## src/hw/rtl/bmhq_pkg.sv

```systemverilog
// shared constants for the binary min-heap queue
package bmhq_pkg;

    // command codes on the input channel
    localparam logic CMD_INSERT = 1'b0;
    localparam logic CMD_DELETE = 1'b1;

    // fixed widths of the channel fields
    localparam int VALUE_PORT_W    = 32;
    localparam int PRIORITY_PORT_W = 32;
    localparam int COUNT_PORT_W    = 11;

    // command queue between front and back
    localparam int QUEUE_DEPTH = 2;
    localparam int QPTR_W      = $clog2(QUEUE_DEPTH);

endpackage

```

## src/hw/rtl/bmhq_front.sv

```systemverilog
// input front: accepts items, decodes the command and queues it for the heap engine
module bmhq_front
    import bmhq_pkg::*;
#(
    parameter int VALUE_BITS    = 32,
    parameter int PRIORITY_BITS = 32
) (
    input  logic                       aclk,
    input  logic                       aresetn,
    input  logic                       s_valid,
    output logic                       s_ready,
    input  logic                       s_cmd,
    input  logic [VALUE_PORT_W-1:0]    s_item_value,
    input  logic [PRIORITY_PORT_W-1:0] s_item_priority,
    output logic                       q_valid,
    input  logic                       q_ready,
    output logic                       q_is_delete,
    output logic [VALUE_BITS-1:0]      q_value,
    output logic [PRIORITY_BITS-1:0]   q_priority
);

    localparam int QW = 1 + VALUE_BITS + PRIORITY_BITS;

    logic [QW-1:0]     fifo_reg [QUEUE_DEPTH];
    logic [QPTR_W-1:0] wr_ptr_reg, wr_ptr_next;
    logic [QPTR_W-1:0] rd_ptr_reg, rd_ptr_next;
    logic [QPTR_W:0]   fill_reg, fill_next;
    logic              push, pop;
    logic [QW-1:0]     in_entry;
    logic [QW-1:0]     head;

    assign s_ready = (fill_reg != (QPTR_W+1)'(QUEUE_DEPTH));
    assign q_valid = (fill_reg != '0);
    assign push    = s_valid && s_ready;
    assign pop     = q_valid && q_ready;

    // truncate the fields and classify the command
    assign in_entry = {(s_cmd == CMD_DELETE),
                       s_item_value[VALUE_BITS-1:0],
                       s_item_priority[PRIORITY_BITS-1:0]};

    assign head        = fifo_reg[rd_ptr_reg];
    assign q_is_delete = head[QW-1];
    assign q_value     = head[QW-2 -: VALUE_BITS];
    assign q_priority  = head[PRIORITY_BITS-1:0];

    always_comb begin
        wr_ptr_next = wr_ptr_reg;
        rd_ptr_next = rd_ptr_reg;
        fill_next   = fill_reg;
        if (push) begin
            wr_ptr_next = wr_ptr_reg + QPTR_W'(1);
        end
        if (pop) begin
            rd_ptr_next = rd_ptr_reg + QPTR_W'(1);
        end
        if (push && !pop) begin
            fill_next = fill_reg + (QPTR_W+1)'(1);
        end else if (pop && !push) begin
            fill_next = fill_reg - (QPTR_W+1)'(1);
        end
    end

    always_ff @(posedge aclk) begin
        if (!aresetn) begin
            wr_ptr_reg <= '0;
            rd_ptr_reg <= '0;
            fill_reg   <= '0;
        end else begin
            wr_ptr_reg <= wr_ptr_next;
            rd_ptr_reg <= rd_ptr_next;
            fill_reg   <= fill_next;
        end
    end

    always_ff @(posedge aclk) begin
        if (push) begin
            fifo_reg[wr_ptr_reg] <= in_entry;
        end
    end

endmodule

```

## config.mk

```make
export PLATFORM = sky130hd
export DESIGN_NAME = bmhq_front
export DESIGN_NICKNAME = d
export VERILOG_FILES = /design/src/hw/rtl/bmhq_pkg.sv /design/src/hw/rtl/bmhq_front.sv
export SDC_FILE = /design/constraint.sdc
export NUM_CORES = 1
export LEC_CHECK = 0
export BUFFER_PORTS_ARGS = -buffer_cell sky130_fd_sc_hd__clkbuf_2
export CORE_ASPECT_RATIO = 1.4
export CORE_MARGIN = 2
export CORE_UTILIZATION = 50
export CTS_CLUSTER_SIZE = 14
export DETAILED_ROUTE_END_ITERATION = 6
export PLACE_DENSITY = 0.77
export SYNTH_ARGS = -nofsm -noshare
export SYNTH_HDL_FRONTEND = slang
export SYNTH_SLANG_ARGS = --single-unit
```

## constraint.sdc

```tcl
create_clock -name aclk -period 4.1 [get_ports aclk]
set_clock_uncertainty 0.2 [all_clocks]
set_input_delay 0.82 -clock aclk [delete_from_list [all_inputs] [get_ports aclk]]
set_output_delay 0.82 -clock aclk [all_outputs]
set_load 0.02 [all_outputs]
```

# Word level (Yosys, flattened, before mapping)
# Memory sizes are Yosys's and may differ from the RTL's. A register that Yosys moved wholly into a read port is not among the register bits.
# Cells that the tools add are included.
[classes]
add_sub_neg = 4
eq_ne = 1
n_reduce_logical = 8
muxes = 6
[op_table]
columns = ["operator", "n"]
rows = [
  ["logical AND 1 bit", 4],
  ["two-way mux 1 bit", 4],
  ["two-way mux 2 bit", 2],
  ["nonzero test 2 bit", 2],
  ["adder 1 bit, second input constant", 2],
  ["adder 2 x 1 -> 2 bit, second input constant", 1],
  ["zero test 1 bit", 2],
  ["!= test 2 bit, second input constant", 1],
  ["subtractor 2 x 1 -> 2 bit, second input constant", 1],
]
[word_totals]
elab_cells = 23
ram_bits = 130
n_memories = 1
input_bits = 69
reg_bits = 4
out_inout_bits = 67
[memory_table]
columns = ["memory", "depth", "width", "read_ports", "rd_clocked_by_memory_dff", "write_ports", "line", "rtl"]
rows = [
  ["fifo_reg", 2, 65, 1, 1, 1, "bmhq_front.sv:24", "logic [QW-1:0] fifo_reg [QUEUE_DEPTH];"],
]

# Depth between registers and ports, before layout
# Gate-level depths: netlist of the first run.
[depth]
word_depth = 6
depth_mapped = 6
depth_no_buf = 6

# Worst setup path before layout of the first run
# Ideal clock, no wire load.
[synth_timing]
kind = "input to register"
startpoint = "input port s_valid"
endpoint = "memory fifo_reg[1][0] in the netlist's numbering (enable)"
setup_ps = 430
cell_stages = 1
path_buffers = 0
t_arrival_ps = 2397
required_time_ps = 3470
slack_ps = 1073
path_cell_list = "and3_1"
[synth_via]
elab_chain_len = 3
[synth_lines]
columns = ["item", "line", "rtl"]
rows = [
  ["from (decl)", "bmhq_front.sv:10", "input logic s_valid,"],
  ["logical AND 1 bit", "bmhq_front.sv:34", "assign push = s_valid && s_ready;"],
  ["two-way mux 1 bit", "bmhq_front.sv:77", "if (push) begin"],
  ["two-way mux 1 bit (not written as such)", "bmhq_front.sv:78", "fifo_reg[wr_ptr_reg] <= in_entry;"],
  ["to (decl)", "bmhq_front.sv:24", ""],
]
# No other way between the ends.

==> impl_metrics.toml, run 1 <==
[status]
status = "finished clean"

[clock_network]
clock-sinks = 135
cts_max_path_buffers = 2
cts_resized = 0
clk_latency_ns = 0.41
cts_made_buffers = 17
root_buffer = "clkbuf_16"
clkTransAtPathRegs_ns = 0.05
cts_tree = "done"
cts_setup_buffers = 0
cts_max_level = 4
cts.hold.buffers_added = 0

[setup_path]
crit_fanout = 45
crit_path_max_incr_delay_ns = 0.66
cp_num_buf_inv = 2
worstSetupPathType = "reg2out"
startpoint_type = "flop"
cp.required_ns = 3.08
critical_path.top_delay_family = "flip-flops"
r2r_cells = 3
slowest_stage = "dfxtp_2"
r2r-end = "fifo_reg[1][29]"
crit_chain = "buf_12 -> mux2_2 -> clkbuf_2"
r2r-start = "fill_reg[0]"
worst_setup_path_end_kind = "output pin"
arrival_ns = 1.97
r2r_slack_ns = 1.95

[logic_synthesis]
ys.flop_type = "edfxtp_1"
synthArstFlopShare_pct = 0
ys_seq_area_share_pct = 81.28
yosys-top-cells-area = "edfxtp_1, mux2_2, dfxtp_1"
synth_top_area_share_pct = 79.25
synth_commonest_cells = "edfxtp_1, mux2_2, buf_4, dfxtp_1, and2_1"
ys_seq_elements = 135
synth_largest_area_cell = "edfxtp_1"
synthCells = 226
syn-cell-area_um2 = 4926
syn_area_per_cell_um2 = 21.80
synth_edf_count = 130
ys_warn_count = 0
synth_cell_types = 20
syn-num-nets = 296
synth_most_common_cell = "edfxtp_1"

[routing]
routedWlPerCell_um = 16.68
vias = 2573
routed_wl_um = 8709
via_per_inst = 4.929
antenna_left = 0
detail_route.iter0.violations = 107
firstDrtPassIters = 5
drc = 0

[place]
dp_hpwl_um = 5672
placed_cells = 490
place.port_buffers = 135
gp_congestion = 0.7505
dp_slack_ns = 1.543

[global_routing]
grt_pass1_wl_um = 12900
grt_max_degree = 46
track_usage_pct = 17.18
overflow = 0
grt_pass1_vias = 2730
antenna_found_initial = 1

[finish]
drive_above_1_share_pct = 62.05
seq_area_um2 = 4005
area_growth_pct = 29.79
largest_register_ffs = 130
instances_no_fill = 522
diodes = 0
multi_input_area_um2 = 872.1
fillCellCount = 669
fin_nets = 447

[timing]
setup_viol = 0
worst_pin_slew_ns = 0.7776
slew_viol_final = 0
hold_viol_final = 0
tns_ns = 0
grt_setup_unrepaired = "no"
max_freq_mhz = 334.8
setup_ws_ns = 1.113
fin_crit_ns = 2.987
slew_headroom_pct = 48.16
min_period_over_period_pct = 72.86

[flow_run]
maxCapViolations = 0

[pwr]
pwr-share-comb_pct = 23.8
netSwitchingFraction_pct = 27.82
clkPwrFrac_pct = 35.0
p_int_w = 0.003160
switching_power_w = 0.001218
power.density_nw_per_um2 = 684.8
p_seq_share_pct = 41.2
p_leak_nw = 2.439
peakVddDrop_mv = 0.4568

[floorplanning]
core_um2 = 9512
io_pins = 136
row_count = 42
fp.dieH_um = 121.4
start_util_pct = 51.79
die_w_um = 87.89
dieArea_um2 = 10670

[min_path]
hold-path-cell-count = 2
worstHoldStart = "fill_reg[1]"
hp-class = "reg2reg"
hold_path_end = "fill_reg[1]"
## layer usage
metal	GRT usage (%)	vias up	routed length (µm)
li1	-	1203	-
met1	16.41	1254	3071
met2	29.64	97	4825
met3	7.143	19	571
met4	10.67	0	241
met5	0	-	0
## power by group through the flow
stage,Combinational (W),Sequential (W),Clock [W]
after floorplan,0.000759,0.00180,0
after global placement,0.00105,0.00182,0
after detailed placement,0.00106,0.00183,0
after CTS,0.00107,0.00181,0.00156
after global routing,0.00112,0.00182,0.00161
final,0.00104,0.00180,0.00153
## logic make-up (layout without fill, tap and decap cells)
family | count (synthesis) | count (layout) | share of synthesized area, %
compound gates | 5 | 5 | 0.7111
simple gates | 9 | 9 | 1.321
buf+inv | 8 | 172 | 1.041
xor+xnor | 3 | 3 | 0.5335
flops | 135 | 135 | 81.28
fa+ha+maj | 1 | 1 | 0.2540
mux | 65 | 65 | 14.86
## tightest hold or removal path, stage by stage (launching register included)
cell and delay, ns:
dfxtp_1 0.36, o21ai_0 0.09, a21boi_1 0.06
## worst max path at each step
stage                 start              to  slack [ns]  cells past startpoint
finish                 flop   q_priority[5]        1.11                      3
global route           flop   q_priority[5]        1.01                      3
CTS                    flop   q_priority[5]        1.09                      3
detailed placement     flop   q_priority[5]        1.54                      3
global placement       flop  q_priority[29]        1.54                      3
floorplan           s_valid  fifo_reg[1][0]        1.07                      1
## metrics by stage
| step | total power (W) | hold WS (ns) | instance area [µm²] | utilization, % |
|---|---|---|---|---|
| final | 0.004379 | 0.3521 | 6394 | 67.22 |
| after floorplan | 0.002554 | 0.3124 | 4926 | - |
| after detailed placement | 0.002890 | 0.3499 | 5777 | 60.73 |
| after CTS | 0.004433 | 0.3546 | 6394 | 67.22 |
| after global routing | 0.004555 | 0.3807 | 6394 | 67.22 |
| after global placement | 0.002872 | 0.3284 | 5777 | 60.73 |
## layout by cell type (no fill, tap or decap)
master | Yosys | routed
and3_2 | 0 | 1
nand2b_4 | 1 | 1
dfxtp_2 | 0 | 1
or2_2 | 1 | 1
o21ai_0 | 1 | 1
xnor2_1 | 2 | 2
nand3b_1 | 1 | 1
a21bo_2 | 1 | 1
clkbuf_2 | 0 | 135
inv_2 | 0 | 1
o21ai_1 | 1 | 1
ha_1 | 1 | 1
clkinv_2 | 0 | 4
xor2_1 | 1 | 1
clkinvlp_4 | 0 | 3
dfxtp_1 | 5 | 4
and2_1 | 4 | 4
a21boi_0 | 1 | 1
a21boi_1 | 1 | 1
bufinv_16 | 0 | 3
buf_12 | 0 | 2
or3_1 | 1 | 1
clkbuf_8 | 0 | 3
edfxtp_1 | 130 | 130
clkinv_4 | 0 | 2
mux2_2 | 65 | 65
buf_4 | 5 | 2
clkbuf_16 | 0 | 17
## layout make-up
cell class | instances | share of cell area, %
Clock inverter | 12 | 2.348
Multi-Input combinational cell | 83 | 13.64
Sequential cell | 135 | 62.64
Inverter | 1 | 0.05871
Clock buffer | 20 | 7.299
Tap cell | 132 | 2.583
Timing Repair Buffer | 139 | 11.43
Note: power is estimated with default switching activity, not from simulation.
==> run 2: changes to the inputs <==
- ABC_AREA: unset -> 1
- PLACE_DENSITY: 0.77 -> 0.76
- clock period: 4.1 -> 3.1 ns (I/O delays scaled with it)
==> run 2 against run 1 <==
Utilization is 1.3 points lower. Sequential share of layout area is 1.6 points lower. Setup slack got worse by 0.62 ns. Clock-buffer cell count grew 9. Wire length increased by 3.3%. Critical path type unchanged. Largest power group unchanged.
==> impl_metrics.toml, run 2 <==
[setup_path]
worst_setup_path_end_kind = "output pin"
cp.required_ns = 2.28
crit_fanout = 17
arrival_ns = 1.79
worstSetupPathType = "reg2out"
startpoint_type = "flop"
r2r_cells = 5

[routing]
routed_wl_um = 8999
antenna_left = 0
drc = 0
vias = 2652
firstDrtPassIters = 4
via_per_inst = 4.902
detail_route.iter0.violations = 146
routedWlPerCell_um = 16.63

[logic_synthesis]
ys_seq_area_share_pct = 77.95
synthArstFlopShare_pct = 0
syn-cell-area_um2 = 5136
synth_most_common_cell = "edfxtp_1"
synth_largest_area_cell = "edfxtp_1"
synth_cell_types = 15
ys_seq_elements = 135
syn_area_per_cell_um2 = 21.49
yosys-top-cells-area = "edfxtp_1, mux2_4, mux2_2"
ys_warn_count = 0
synthCells = 239
synth_top_area_share_pct = 76.00
synth_edf_count = 130
synth_commonest_cells = "edfxtp_1, mux2_4, mux2_2"
syn-num-nets = 309
ys.flop_type = "edfxtp_1"

[timing]
slew_viol_final = 0
setup_viol = 0
fin_crit_ns = 2.609
grt_setup_unrepaired = "no"
hold_viol_final = 0
slew_headroom_pct = 59.73
min_period_over_period_pct = 84.15
worst_pin_slew_ns = 0.6041
tns_ns = 0
max_freq_mhz = 383.3

[pwr]
p_leak_nw = 2.638
peakVddDrop_mv = 0.4360
power.density_nw_per_um2 = 874.7

[global_routing]
grt_max_degree = 45
track_usage_pct = 16.76
busiest_layer = "met2"
use_met1_pct = 16.78
grt_pass1_vias = 2683
use_met2_pct = 29.50
overflow = 0
antenna_found_initial = 0
grtUsageMet3_pct = 6.296
grt_pass1_wl_um = 12970

[finish]
fin_nets = 463
diodes = 0
drive_above_1_share_pct = 58.13
largest_register_ffs = 130
mostFrequentLayoutCells = "clkbuf_2, edfxtp_1, mux2_4, clkbuf_16, mux2_2"
multi_input_area_um2 = 1045
fillCellCount = 703
seq_area_um2 = 4008
area_growth_pct = 27.82
final_cell_area_um2 = 6565
fin_util_pct = 65.96
final_common_cell = "clkbuf_2"

[place]
dp_hpwl_um = 6089
placed_cell_area_um2 = 5992
place.port_buffers = 135
gp_congestion = 0.7679

[clock_network]
clkTransAtPathRegs_ns = 0.06
cts.hold.buffers_added = 0
cts_setup_buffers = 0
cts_made_buffers = 17
cts_max_path_buffers = 2
cts_max_level = 4
cts_resized = 0
root_buffer = "clkbuf_16"
cts_tree = "done"
clock-sinks = 135
clk_latency_ns = 0.40

[floorplanning]
start_util_pct = 51.60
io_pins = 136
fp.dieH_um = 123.9
die_w_um = 89.66
dieArea_um2 = 11110
core_um2 = 9953
row_count = 43

[min_path]
hp-class = "in2reg"
hold-path-cell-count = 1

[flow_run]
maxCapViolations = 0

[status]
status = "finished clean"
## run 2: cell count changes after synthesis, moves of 2 or more
cell     change
mux2_4      +50
buf_4        -5
buf_6        +6
and2_1       -4
mux2_2      -50
inv_1        +7
nor2_1       +8
nand2_1      +9
xnor2_1      -2
## run 2: routing by layer
metal | routed length [µm] | vias up
li1 | - | 1230
met1 | 3227 | 1307
met3 | 498 | 12
met5 | 0 | -
met4 | 172 | 0
met2 | 5100 | 103
## run 2: stage by stage
stage	std cells	hold WS [ns]	worst slack (ns)	power (W)
after floorplan	239	0.2669	-1.033	0.003494
after global placement	509	0.2789	0.9177	0.003860
after detailed placement	509	0.2974	0.8853	0.003908
after CTS	541	0.1762	0.4398	0.005809
after global routing	541	0.1734	0.3900	0.005978
final	541	0.1957	0.4912	0.005742
## run 2: cells by family (layout without fill, tap and decap cells)
logic type	Yosys count	in the layout	synth area share, %
flops	135	135	77.95
mux	65	65	17.90
simple gates	19	19	1.462
buf+inv	15	182	1.997
compound gates	4	4	0.4385
fa+ha+maj	1	1	0.2436
## run 2: cell type report
type                            instances  share of cell area [%]
Sequential cell                       135                   61.04
Multi-Input combinational cell         89                   15.91
Timing Repair Buffer                  142                   11.28
Clock buffer                           29                   8.081
Tap cell                              135                   2.573
Clock inverter                          3                  0.6480
Inverter                                8                  0.4574
## run 2: worst max-delay path: stages, from the launching register on
cell and delay, ns:
dfxtp_4 0.51, buf_4 0.34, mux2_2 0.38, clkbuf_2 0.15
## run 2: path summary, 6_finish.rpt
check	from	endpoint	slack, ns
max	flop	q_value[28]	0.49
min	s_cmd	fifo_reg[1][64]	0.20
max reg2reg	fill_reg[0]	fifo_reg[0][12]	1.14
min reg2reg	rd_ptr_reg	flop	0.31
## run 2: power by group
part | internal [W] | switching (W) | leakage (nW) | total (W)
Clock | 0.00123 | 0.000659 | 0.278 | 0.00189
Combinational | 0.000618 | 0.000822 | 1.11 | 0.00144
Sequential | 0.00231 | 0.000100 | 1.25 | 0.00241
